===== config.mk =====
export PLATFORM = sky130hd
export DESIGN_NAME = fpa_front
export DESIGN_NICKNAME = d
export VERILOG_FILES = /design/src/rtl/core/fpa_pkg.sv /design/src/rtl/core/fpa_front.sv
export SDC_FILE = /design/constraint.sdc
export NUM_CORES = 2
export LEC_CHECK = 0
export ABC_AREA = 1
export BUFFER_PORTS_ARGS = -buffer_cell sky130_fd_sc_hd__buf_2
export CORE_MARGIN = 2
export CORE_UTILIZATION = 30
export CTS_CLUSTER_SIZE = 28
export DETAILED_ROUTE_END_ITERATION = 6
export PLACE_DENSITY_LB_ADDON = 0.2
export SLEW_MARGIN = 40
export SYNTH_ARGS = -nofsm -noshare
export SYNTH_HDL_FRONTEND = slang
export SYNTH_SLANG_ARGS = --single-unit

===== constraint.sdc =====
create_clock -name clock -period 11.1 [get_ports clock]
set_clock_uncertainty 0.05 [all_clocks]
set_input_delay 1.11 -clock clock [delete_from_list [all_inputs] [get_ports clock]]
set_output_delay 1.11 -clock clock [all_outputs]
set_load 0.02 [all_outputs]

===== src/rtl/core/fpa_pkg.sv =====
`timescale 1ns / 1ps
// ----------------------------------------------------------------------------
// Q24.8 arithmetic unit package
// Shared types, command codes and constants for the fixed-point unit.
// ----------------------------------------------------------------------------
package fpa_pkg;

   localparam int DefaultFractionBits = 8;

   localparam logic signed [31:0] MaxValue = 32'sh7FFF_FFFF;
   localparam logic signed [31:0] MinValue = 32'sh8000_0000;

   typedef enum logic [3:0] {
      CMD_ADD      = 4'd0,
      CMD_SUB      = 4'd1,
      CMD_MUL      = 4'd2,
      CMD_DIV      = 4'd3,
      CMD_GT       = 4'd4,
      CMD_LT       = 4'd5,
      CMD_GE       = 4'd6,
      CMD_LE       = 4'd7,
      CMD_EQ       = 4'd8,
      CMD_NE       = 4'd9,
      CMD_MIN      = 4'd10,
      CMD_MAX      = 4'd11,
      CMD_INC      = 4'd12,
      CMD_DEC      = 4'd13,
      CMD_TO_INT   = 4'd14,
      CMD_FROM_INT = 4'd15
   } cmd_type;

   typedef struct packed {
      logic [3:0]         command;
      logic signed [31:0] operand_a;
      logic signed [31:0] operand_b;
   } req_payload_type;

   typedef struct packed {
      logic signed [31:0] result_value;
      logic               compare_true;
      logic               overflow_flag;
      logic               divide_by_zero;
   } rsp_payload_type;

   typedef struct packed {
      cmd_type            cmd;
      logic signed [31:0] simple_value;
      logic               simple_cmp;
      logic               simple_ovf;
      logic               div_zero;
      logic               quo_neg;
      logic signed [63:0] product;
   } side_type;

endpackage


===== src/rtl/core/fpa_front.sv =====
`timescale 1ns / 1ps
// ----------------------------------------------------------------------------
// Front end
// Registers the transaction, evaluates the simple commands, forms the
// product and prepares operand magnitudes for the divider.
// ----------------------------------------------------------------------------
module fpa_front #(
   parameter int FRACTION_BITS = 8
) (
   input  logic                     clock,
   input  logic                     reset,
   input  logic                     enable,
   input  logic                     in_valid,
   input  fpa_pkg::req_payload_type in_payload,
   output logic                     out_valid,
   output fpa_pkg::side_type        out_side,
   output logic [31+FRACTION_BITS:0] out_dividend,
   output logic [31:0]              out_divisor
);
   import fpa_pkg::*;

   logic            s1_valid_ff;
   req_payload_type s1_payload_ff;
   logic            s2_valid_ff;
   side_type        s2_side_ff;
   logic [31+FRACTION_BITS:0] s2_dividend_ff;
   logic [31:0]     s2_divisor_ff;

   side_type        side_in;
   logic [31+FRACTION_BITS:0] dividend_in;
   logic [31:0]     divisor_in;

   logic signed [31:0] a;
   logic signed [31:0] b;
   logic signed [32:0] sum;
   logic signed [32:0] diff;
   logic signed [32:0] incr;
   logic signed [32:0] decr;
   logic signed [31+FRACTION_BITS:0] wide;
   logic [FRACTION_BITS:0] wide_top;
   logic [31:0] a_mag;
   logic [31:0] b_mag;

   always_ff @(posedge clock) begin
      if (reset) begin
         s1_valid_ff <= 1'b0;
         s2_valid_ff <= 1'b0;
      end else if (enable) begin
         s1_valid_ff <= in_valid;
         s2_valid_ff <= s1_valid_ff;
      end
   end

   always_ff @(posedge clock) begin
      if (enable) begin
         s1_payload_ff  <= in_payload;
         s2_side_ff     <= side_in;
         s2_dividend_ff <= dividend_in;
         s2_divisor_ff  <= divisor_in;
      end
   end

   always_comb begin
      a        = s1_payload_ff.operand_a;
      b        = s1_payload_ff.operand_b;
      sum      = {a[31], a} + {b[31], b};
      diff     = {a[31], a} - {b[31], b};
      incr     = {a[31], a} + 33'sd1;
      decr     = {a[31], a} - 33'sd1;
      wide     = {a, {FRACTION_BITS{1'b0}}};
      wide_top = wide[31+FRACTION_BITS:31];
      a_mag    = a[31] ? 32'(-a) : 32'(a);
      b_mag    = b[31] ? 32'(-b) : 32'(b);

      side_in              = '0;
      side_in.cmd          = cmd_type'(s1_payload_ff.command);
      side_in.product      = a * b;
      side_in.quo_neg      = a[31] ^ b[31];
      dividend_in          = {a_mag, {FRACTION_BITS{1'b0}}};
      divisor_in           = (b == 32'sd0) ? 32'd1 : b_mag;

      unique case (cmd_type'(s1_payload_ff.command))
         CMD_ADD: begin
            side_in.simple_ovf   = sum[32] ^ sum[31];
            side_in.simple_value = side_in.simple_ovf ?
               (sum[32] ? MinValue : MaxValue) : sum[31:0];
         end
         CMD_SUB: begin
            side_in.simple_ovf   = diff[32] ^ diff[31];
            side_in.simple_value = side_in.simple_ovf ?
               (diff[32] ? MinValue : MaxValue) : diff[31:0];
         end
         CMD_MUL: begin
            side_in.simple_value = '0;
         end
         CMD_DIV: begin
            if (b == 32'sd0) begin
               side_in.div_zero     = 1'b1;
               side_in.simple_value = a[31] ? MinValue : MaxValue;
            end
         end
         CMD_GT:  side_in.simple_cmp = (a > b);
         CMD_LT:  side_in.simple_cmp = (a < b);
         CMD_GE:  side_in.simple_cmp = (a >= b);
         CMD_LE:  side_in.simple_cmp = (a <= b);
         CMD_EQ:  side_in.simple_cmp = (a == b);
         CMD_NE:  side_in.simple_cmp = (a != b);
         CMD_MIN: side_in.simple_value = (a < b) ? a : b;
         CMD_MAX: side_in.simple_value = (a > b) ? a : b;
         CMD_INC: begin
            side_in.simple_ovf   = incr[32] ^ incr[31];
            side_in.simple_value = side_in.simple_ovf ? MaxValue : incr[31:0];
         end
         CMD_DEC: begin
            side_in.simple_ovf   = decr[32] ^ decr[31];
            side_in.simple_value = side_in.simple_ovf ? MinValue : decr[31:0];
         end
         CMD_TO_INT: side_in.simple_value = a >>> FRACTION_BITS;
         CMD_FROM_INT: begin
            side_in.simple_ovf   = !((&wide_top) || !(|wide_top));
            side_in.simple_value = side_in.simple_ovf ?
               (a[31] ? MinValue : MaxValue) : wide[31:0];
         end
         default: side_in.simple_value = '0;
      endcase
   end

   assign out_valid    = s2_valid_ff;
   assign out_side     = s2_side_ff;
   assign out_dividend = s2_dividend_ff;
   assign out_divisor  = s2_divisor_ff;

endmodule


==> impl_metrics.ini <==
[routing]
ant_nets = 0
vias = 46100
wl_per_cell_um = 24.6
drtPass1Iterations = 7
first_iter_violations = 4580
vias_per_cell = 4.87
finalWirelength_mm = 232
drcViolationCount = 0

[clock_tree]
worstSkewPairLatency_ns = 0.68
h-tree-depth = 2
path_clk_slew_ns = 0.08
ctsResizeCount = 0
cts_tree = yes
post-cts-setup-buffer-count = 0
clock_sinks = 238
cts_made_buffers = 37
holdBufCountCts = 0
cts_max_path_buffers = 3
root_buffer = clkbuf_16

[floorplan]
start_util = 0.301
coreArea_mm2 = 0.183
ios = 249
die_w_um = 432
rows = 157
die_h_um = 432
dieArea_mm2 = 0.187

[logic_synthesis]
synth_cell_types = 59
ys.warnings.count = 0
syn_area_per_cell_um2 = 7.92
synth.top_cell.area_share = 0.394
synth_area_leaders = fa_1 (39%), edfxtp_1 (13%), inv_1 (12%), nand2_1 (12%), ha_1 (5.8%)
synthCells = 6949
synthArstFlopShare = 0
synth_flop_cell = edfxtp_1
synth_edf_count = 236
yosys_register_bits = 238
synth_top_area_cell = fa_1
synth.cell_area_mm2 = 0.0550
ys_seq_area_frac = 0.130

[grt]
use_met3 = 0.0320
grt_pass1_vias = 47300
grt_busiest_layer = met2
grtUsageTotal = 0.249
antenna_found_initial = 9
use_met1 = 0.326
globalRouteOverflowTotal = 0
grt_pass1_wl_mm = 334
grt_max_degree = 67
grtUsageMet2 = 0.410

[timing]
maxSlewViolCount = 0
period_needed_ns = 9.45
finalHoldViolCount = 0
slew_headroom = 0.378
tightest_slew_ns = 0.923
setup_tns_ns = 0
rsz0062_at_grt = false
clock.fmax_ghz = 0.106
period_share = 0.851
setup_violations = 0

[placed_design]
gp_congestion = 0.998
port_buffers = 240
dp_hpwl_mm = 191

[finish]
areaGrowthSynthToFinish_pct = 10.0
final_nets = 8460
drive_above_1_share = 0.0768
fillers = 19500

[min_path]
hold_class = reg -> reg
hold_depth = 2

[critical_path]
crit_type = reg -> reg
start_kind = flip-flop
cp.arrival_ns = 9.77
cp_max_fo = 14
crit_path_end_kind = flip-flop
worst-r2r-cell-count = 24
crit_required_ns = 11.42

[outcome]
status = completed

[run]
cap_violations = 0
worst max-delay path: stages (launching register included):
cell and delay (ns):
edfxtp_1 0.91, nand2_1 0.21, inv_1 0.18, fa_1 0.45
fa_1 0.48, fa_1 0.74, fa_1 1.09, inv_1 0.44
fa_1 0.60, inv_1 0.06, fa_1 0.53, inv_1 0.05
fa_1 0.47, inv_1 0.06, fa_1 0.46, ha_1 0.55
nand2_1 0.13, nor2_1 0.19, inv_1 0.09, nor2_1 0.21
nand2_1 0.20, o211ai_1 0.64, nand2_1 0.14, nand3_1 0.11
nand2_1 0.05
metrics by stage:
step	worst slack (ns)	instances	instance area (um2)	hold slack (ns)	util
final	1.65	9468	60500	0.410	0.331
after CTS	1.70	9460	60400	0.413	0.331
after global placement	1.69	9377	58900	0.390	0.323
after global routing	1.11	9467	60500	0.435	0.331
after detailed placement	1.79	9392	59200	0.403	0.324
after floorplan	3.26	6956	55000	0.380	-
logic make-up (layout without fill, tap and decap cells):
family | Yosys count | count (layout) | share of synthesized area
simple gates | 2592 | 2592 | 0.193
buf+inv | 2142 | 2265 | 0.150
fa+ha+maj | 1338 | 1338 | 0.452
compound gates | 461 | 461 | 0.0471
flops | 238 | 238 | 0.130
xor+xnor | 177 | 177 | 0.0282
other cells | 1 | 12 | 0.0000682
layout make-up:
type | count | area [um2] | area share
Antenna cell | 4 | 10.0 | 0.000165
Clock buffer | 39 | 933 | 0.0154
Sequential cell | 238 | 7130 | 0.118
Clock inverter | 29 | 337 | 0.00556
Timing Repair Buffer | 405 | 2690 | 0.0445
Multi-Input combinational cell | 4576 | 39700 | 0.656
Inverter | 1792 | 6730 | 0.111
Tap cell | 2385 | 2980 | 0.0493
per-layer routing:
layer / wire, um / part of all wire
met1: 94900 / 0.41
met2: 111000 / 0.48
met3: 15000 / 0.064
met4: 11700 / 0.050
met5: 27 / 0.00012
cells in the mapped netlist (all sizes together) (3+ instances only):
library cell / n
o21bai: 20
a21o: 19
nand2: 1748
nand3b: 6
xor2: 153
and2: 5
clkinv: 7
buf: 180
ha: 254
xnor2: 24
o21ai: 165
a21oi: 191
nor3: 53
nor4: 12
edfxtp: 236
clkbuf: 170
nor2: 419
a31oi: 18
or2: 16
a221oi: 5
inv: 1785
o211ai: 11
fa: 1084
nand3: 228
and3: 4
a211oi: 4
a21boi: 7
nand4: 99
o22ai: 3
o221ai: 3
o21a: 8
cells in the final DEF (no fill, tap or decap), drive strengths merged, types with 153 or more instances in the layout:
master	synthesis	layout
ha	254	254
nand2	1748	1748
fa	1084	1084
edfxtp	236	236
nand3	228	228
a21oi	191	191
buf	180	405
inv	1785	1792
o21ai	165	165
nor2	419	419
xor2	153	153
worst paths after layout:
path | from | endpoint | slack (ns)
min | out_valid$_SDFFE_PP0P_ | out_valid$_SDFFE_PP0P_ | 0.41
min reg2reg | out_valid$_SDFFE_PP0P_ | out_valid$_SDFFE_PP0P_ | 0.41
max reg2reg | b[2]$_DFFE_PP_ | out_side[58]$_DFFE_PP_ | 1.65
max | b[2]$_DFFE_PP_ | out_side[58]$_DFFE_PP_ | 1.65
state kept, by name, indices dropped and copies added, names as in the netlist:
signal / cells
s1_valid_ff: 1
out_valid: 1
b: 32
out_side: 104
out_dividend: 32
s1_payload_ff: 4
a: 32
out_divisor: 32
Power is left out: the tool's default activity adds up to more than one toggle a clock period on the data nets, which glitch-free logic cannot reach.
