**src/rtl/core/fpa_pkg.sv**
```systemverilog
`timescale 1ns / 1ps
// ----------------------------------------------------------------------------
// Q24.8 arithmetic unit package
// Shared types, command codes and constants for the fixed-point unit.
// ----------------------------------------------------------------------------
package fpa_pkg;

   localparam int DefaultFractionBits = 8;

   localparam logic signed [31:0] MaxValue = 32'sh7FFF_FFFF;
   localparam logic signed [31:0] MinValue = 32'sh8000_0000;

   typedef enum logic [3:0] {
      CMD_ADD      = 4'd0,
      CMD_SUB      = 4'd1,
      CMD_MUL      = 4'd2,
      CMD_DIV      = 4'd3,
      CMD_GT       = 4'd4,
      CMD_LT       = 4'd5,
      CMD_GE       = 4'd6,
      CMD_LE       = 4'd7,
      CMD_EQ       = 4'd8,
      CMD_NE       = 4'd9,
      CMD_MIN      = 4'd10,
      CMD_MAX      = 4'd11,
      CMD_INC      = 4'd12,
      CMD_DEC      = 4'd13,
      CMD_TO_INT   = 4'd14,
      CMD_FROM_INT = 4'd15
   } cmd_type;

   typedef struct packed {
      logic [3:0]         command;
      logic signed [31:0] operand_a;
      logic signed [31:0] operand_b;
   } req_payload_type;

   typedef struct packed {
      logic signed [31:0] result_value;
      logic               compare_true;
      logic               overflow_flag;
      logic               divide_by_zero;
   } rsp_payload_type;

   typedef struct packed {
      cmd_type            cmd;
      logic signed [31:0] simple_value;
      logic               simple_cmp;
      logic               simple_ovf;
      logic               div_zero;
      logic               quo_neg;
      logic signed [63:0] product;
   } side_type;

endpackage

```
**src/rtl/core/fpa_back.sv**
```systemverilog
`timescale 1ns / 1ps
// ----------------------------------------------------------------------------
// Back end
// Rounds the product and the quotient half away from zero, applies the sign,
// saturates and holds the result in the output register.
// ----------------------------------------------------------------------------
module fpa_back #(
   parameter int FRACTION_BITS = 8
) (
   input  logic                      clock,
   input  logic                      reset,
   input  logic                      enable,
   input  logic                      in_valid,
   input  fpa_pkg::side_type         in_side,
   input  logic [31+FRACTION_BITS:0] in_quotient,
   input  logic [31:0]               in_remainder,
   input  logic [31:0]               in_divisor,
   output logic                      out_valid,
   output fpa_pkg::rsp_payload_type  out_payload
);
   import fpa_pkg::*;

   logic            a_valid_ff;
   side_type        a_side_ff;
   logic [63:0]     a_mag_ff;
   logic [63:0]     a_mag_in;
   logic            b_valid_ff;
   rsp_payload_type b_payload_ff;
   rsp_payload_type b_payload_in;

   logic [63:0] prod_mag;
   logic [63:0] prod_quo;
   logic [32+FRACTION_BITS:0] div_quo;
   logic        neg;

   always_comb begin
      prod_mag = in_side.product[63] ? 64'(-in_side.product) : 64'(in_side.product);
      prod_quo = (prod_mag >> FRACTION_BITS) + 64'(prod_mag[FRACTION_BITS-1]);
      div_quo  = {1'b0, in_quotient} +
                 (33+FRACTION_BITS)'({in_remainder, 1'b0} >= {1'b0, in_divisor});
      a_mag_in = (in_side.cmd == CMD_MUL) ? prod_quo : 64'(div_quo);
   end

   always_comb begin
      neg          = (a_side_ff.cmd == CMD_MUL) ? a_side_ff.product[63] : a_side_ff.quo_neg;
      b_payload_in = '0;
      if ((a_side_ff.cmd == CMD_MUL) ||
          ((a_side_ff.cmd == CMD_DIV) && !a_side_ff.div_zero)) begin
         if (neg) begin
            if (a_mag_ff > 64'h0000_0000_8000_0000) begin
               b_payload_in.overflow_flag = 1'b1;
               b_payload_in.result_value  = MinValue;
            end else begin
               b_payload_in.result_value  = 32'(-a_mag_ff[31:0]);
            end
         end else begin
            if (a_mag_ff > 64'h0000_0000_7FFF_FFFF) begin
               b_payload_in.overflow_flag = 1'b1;
               b_payload_in.result_value  = MaxValue;
            end else begin
               b_payload_in.result_value  = a_mag_ff[31:0];
            end
         end
      end else begin
         b_payload_in.result_value   = a_side_ff.simple_value;
         b_payload_in.compare_true   = a_side_ff.simple_cmp;
         b_payload_in.overflow_flag  = a_side_ff.simple_ovf;
         b_payload_in.divide_by_zero = a_side_ff.div_zero;
      end
   end

   always_ff @(posedge clock) begin
      if (reset) begin
         a_valid_ff <= 1'b0;
         b_valid_ff <= 1'b0;
      end else if (enable) begin
         a_valid_ff <= in_valid;
         b_valid_ff <= a_valid_ff;
      end
   end

   always_ff @(posedge clock) begin
      if (enable) begin
         a_side_ff    <= in_side;
         a_mag_ff     <= a_mag_in;
         b_payload_ff <= b_payload_in;
      end
   end

   assign out_valid   = b_valid_ff;
   assign out_payload = b_payload_ff;

endmodule

```
**config.mk**
```make
export PLATFORM = sky130hd
export DESIGN_NAME = fpa_back
export DESIGN_NICKNAME = d
export VERILOG_FILES = /design/src/rtl/core/fpa_pkg.sv /design/src/rtl/core/fpa_back.sv
export SDC_FILE = /design/constraint.sdc
export NUM_CORES = 1
export LEC_CHECK = 0
export BUFFER_PORTS_ARGS = -buffer_cell sky130_fd_sc_hd__clkbuf_2
export CAP_MARGIN = 40
export CORE_MARGIN = 3
export CORE_UTILIZATION = 55
export DETAILED_ROUTE_END_ITERATION = 8
export PLACE_DENSITY = 0.84
export SETUP_SLACK_MARGIN = 0.1
export SLEW_MARGIN = 10
export SYNTH_ARGS = -nofsm -noshare
export SYNTH_HDL_FRONTEND = slang
export SYNTH_SLANG_ARGS = --single-unit
```
**constraint.sdc**
```tcl
create_clock -name clock -period 16.38 [get_ports clock]
set_input_delay 1.638 -clock clock [delete_from_list [all_inputs] [get_ports clock]]
set_output_delay 1.638 -clock clock [all_outputs]
set_load 0.05 [all_outputs]
```
==> results by stage <==
Run status:
- The run finished with clean final reports.

Timing:
- The shortest clock period the worst path allows after layout is 6.16 ns.
- The count of final max-slew check failures is 0.
- Setup violations remaining at the end of the flow were counted as 0.
- Dividing the final minimum period by the clock period gives 0.376.
- The total negative slack for setup checks is 0 ns.
- The worst max-slew margin expressed relative to the limit is 0.410.
- At the pin with the least slew margin, the transition time is ~0.9 ns.
- Based on the critical path, the design can be clocked at up to 0.162 GHz.
- The final setup skew is 0.00798 ns.
- The worst setup margin is 10.22 ns.
- Setup repair after global routing left no endpoint under its margin.
- The hold violation total from the final report is 0.

Yosys:
- The number of nets handed over by synthesis was 1435.
- The post-synthesis area per instance is 8.89 um^2.
- The async set-reset flop share out of synthesis is 0.
- The register bit total from synthesis is 135.
- In this run the cell area of the synthesized design comes to ~11000 um^2.
- In this run, synthesis inferred approximately 130 flip-flops with an integrated enable.
- The most used flip-flop cell after synthesis is sky130_fd_sc_hd__edfxtp_1.
- The top cell type by total area after synthesis is sky130_fd_sc_hd__edfxtp_1.
- The top cell type's share of synthesized area is 0.379.
- Synthesis handed over a netlist of 1185 instances.
- By area the synthesized netlist is led by sky130_fd_sc_hd__edfxtp_1 38%, sky130_fd_sc_hd__xnor2_1 6.6%, sky130_fd_sc_hd__ha_1 4.5%.
- The share of the Yosys chip area taken by registers is 0.383.
- The Yosys step of the flow raised 0 warnings.
- The synthesized netlist contains 80 unique library cells.

Pwr:
- The internal power summed over all cells is 727 uW.
- The final total power is 1010 uW.
- Of the total power, the clock network draws 0.366.
- The total leakage power is 0.00489 uW.
- The combinational power share is 0.206.
- The share of total power dissipated in sequential elements is 0.429.
- The total power divided by cell area is 80.8 nW/um^2.
- Of the total power, the share spent switching nets is 0.279.
- The largest vdd supply drop is 68.2 uV.
- The analysis attributes to net switching a power of approximately 280 uW.

Drt:
- The number of antenna-violating nets in the routed design is 0.
- After detailed routing, the number of remaining DRC violations is 0.
- The post-detailed-route via-to-cell ratio is 6.14.
- The total detailed-routing wirelength is 29600 um.
- The pre-antenna-repair detailed-routing pass consisted of 7 iterations.
- The average wire per cell in the routed design is ~18 um.
- The count of vias placed by the detailed router is 10100.
- The first-iteration detailed-routing DRC count is about 800.

CTS:
- The H-tree was split into 4 levels.
- The clock tree from TritonCTS is done.
- The total of hold buffers inserted after clock tree synthesis is 0.
- The maximum buffer depth of the clock tree is 2.
- The clock network latency to the later pin of the worst-skew pair is 0.42 ns.
- Post-CTS repair changed the size of 0 cells.
- In this run the post-CTS setup repair buffer count came out at 0.
- Clock-pin slew was measured on the worst setup and hold paths at roughly 0.060 ns.
- The clock root buffer is sky130_fd_sc_hd__clkbuf_16.
- For this design, the sink count on the clock tree is between 100 and 150.
- The number of buffers inserted during clock tree synthesis is 17.

Placed design:
- The post-placement worst setup slack is 9.87 ns.
- The standard cell area after detailed placement is between 10000 and 15000 um^2.
- The HPWL after detailed placement is roughly 23000 um.
- The placer's final routability congestion estimate is 0.951.
- During placement, the flow inserted port buffers numbering roughly 250.

Floorplanning:
- The area enclosed by the die boundary is 20800 um^2.
- For this configuration, the core starts out at a cell density of 0.573.
- around 250 I/O pins were placed.
- The die is around 140 um wide.
- The die height is 144 um.
- The placement row count is 49.
- The total area inside the core boundary comes to 18400 um^2.

Setup path:
- The critical path class is primary input to register.
- Data on the critical path is required at its endpoint by 16.60 ns.
- For the worst setup path, the data arrival time is about 6.4 ns.
- The type of element launching the critical path is a primary input.
- The worst setup path is captured at a register.
- The highest net fanout along the worst path is 19.

Layout:
- The share of final-layout standard cells stronger than drive strength 1 is 0.223.
- Counting the fill cells in the layout gives 1508.
- The utilization after layout is 0.679.
- The cell area after layout is approximately 12000 um^2.
- The post-synthesis to final-layout area growth is 18.6%.
- The number of antenna cells inserted is 0.
- In the layout the commonest cells are 246 x sky130_fd_sc_hd__clkbuf_2, 133 x sky130_fd_sc_hd__edfxtp_1, 110 x sky130_fd_sc_hd__nor2_1.
- The most common cell after layout, fill and taps aside is sky130_fd_sc_hd__clkbuf_2.
- For this run, the post-layout net count is ~1700.

GRT:
- The via count of the first global-routing pass is 9167.
- After global routing the overflow that remains totals 0.
- The wire length of the first global-routing pass is 46700 um.
- In the global route stage, overall resource usage came out at 0.282.
- Entering global routing, the biggest net connects slightly above 70 pins.
- The number of antenna violations at the first check in global routing was 1.

Hold path:
- The worst hold path belongs to the class register to register.

Flow run:
- The max-capacitance violation count is 0.
-- flip-flops by register name, indices dropped and copies added (netlist names) --
register,cells
a_valid_ff,1
a_side_ff,41
out_payload,35
a_mag_ff,57
out_valid,1
-- layout make-up --
| cell class | instances | area (um^2) | share of cell area |
|---|---|---|---|
| Clock buffer | 20 | 437 | 0.0350 |
| Clock inverter | 12 | 134 | 0.0107 |
| Inverter | 43 | 161 | 0.0129 |
| Multi-Input combinational cell | 953 | 6130 | 0.491 |
| Sequential cell | 135 | 4030 | 0.323 |
| Tap cell | 229 | 287 | 0.0229 |
| Timing Repair Buffer | 256 | 1310 | 0.105 |
-- power groups by stage --
stage,clock network (uW),registers [uW],logic [uW]
2_1_floorplan,0,458,101
3_5_place_dp,0,439,205
6_report,369,433,207
5_1_grt,389,435,228
3_3_place_gp,0,438,201
4_1_cts,375,432,206
-- cell usage after synthesis, types with 11 or more instances --
library cell               number
sky130_fd_sc_hd__a21oi_1       66
sky130_fd_sc_hd__a31oi_1       13
sky130_fd_sc_hd__and3_1        21
sky130_fd_sc_hd__clkbuf_1      45
sky130_fd_sc_hd__edfxtp_1     133
sky130_fd_sc_hd__ha_1          38
sky130_fd_sc_hd__inv_1         42
sky130_fd_sc_hd__nand2_1      108
sky130_fd_sc_hd__nand2b_1      16
sky130_fd_sc_hd__nand3_1       52
sky130_fd_sc_hd__nand3b_1      11
sky130_fd_sc_hd__nand4_1       30
sky130_fd_sc_hd__nor2_1       110
sky130_fd_sc_hd__nor2b_1       14
sky130_fd_sc_hd__nor3_1        53
sky130_fd_sc_hd__nor4_1        20
sky130_fd_sc_hd__o21ai_0       55
sky130_fd_sc_hd__o22a_1        12
sky130_fd_sc_hd__o31ai_1       18
sky130_fd_sc_hd__o41ai_1       11
sky130_fd_sc_hd__or2_2         14
sky130_fd_sc_hd__or3_1         28
sky130_fd_sc_hd__or4_1         12
sky130_fd_sc_hd__xnor2_1       79
sky130_fd_sc_hd__xor2_1        51
-- worst max-delay path, stage by stage --
cell                        delay, ns
sky130_fd_sc_hd__clkbuf_2        0.12
sky130_fd_sc_hd__or4_4           0.56
sky130_fd_sc_hd__nand4bb_1       0.74
sky130_fd_sc_hd__or4_1           0.88
sky130_fd_sc_hd__o41ai_1         0.59
sky130_fd_sc_hd__xor2_1          0.24
sky130_fd_sc_hd__nor4_2          0.39
sky130_fd_sc_hd__nand4_1         0.22
sky130_fd_sc_hd__nor3_1          0.47
sky130_fd_sc_hd__nand3_1         0.17
sky130_fd_sc_hd__a221oi_1        0.36
-- per-layer routing --
layer / GRT usage / vias up / routed length (um)
met1: 0.396 / 4696 / 12700
met5: 0 / - / 18
met3: 0.0552 / 38 / 2700
met2: 0.453 / 536 / 13800
met4: 0.0677 / 2 / 443
li1: - / 4850 / -
-- kinds of logic (layout without fill, tap and decap cells) --
| family | after synthesis | after routing | share of synthesized area |
|---|---|---|---|
| DFF | 135 | 135 | 0.383 |
| muxes | 10 | 10 | 0.0101 |
| AOI/OAI and AO/OA | 246 | 246 | 0.152 |
| xor gates and xnor gates | 130 | 130 | 0.108 |
| other | 1 | 1 | 0.000356 |
| adders and majority gates | 38 | 38 | 0.0451 |
| and+or+nand+nor | 528 | 528 | 0.265 |
| buffers and inverters | 97 | 331 | 0.0364 |
-- worst paths after layout --
check	slack, ns	cells past startpoint	from	to
worst max-delay path	10.22	11	in_side[15]	a_mag_ff[55]
worst min-delay path	0.51	2	a_valid_ff	a_valid_ff
worst max register to register	11.98	10	a_mag_ff[7]	out_payload[10]
worst min register to register	0.51	2	a_valid_ff	a_valid_ff
-- stage by stage --
stage | hold slack (ns) | instances
final | 0.507 | 1648
after global routing | 0.528 | 1648
after CTS | 0.508 | 1648
after detailed placement | 0.494 | 1616
after global placement | 0.475 | 1615
after floorplan | 0.460 | 1185
Note: power is estimated with default switching activity, not from simulation.
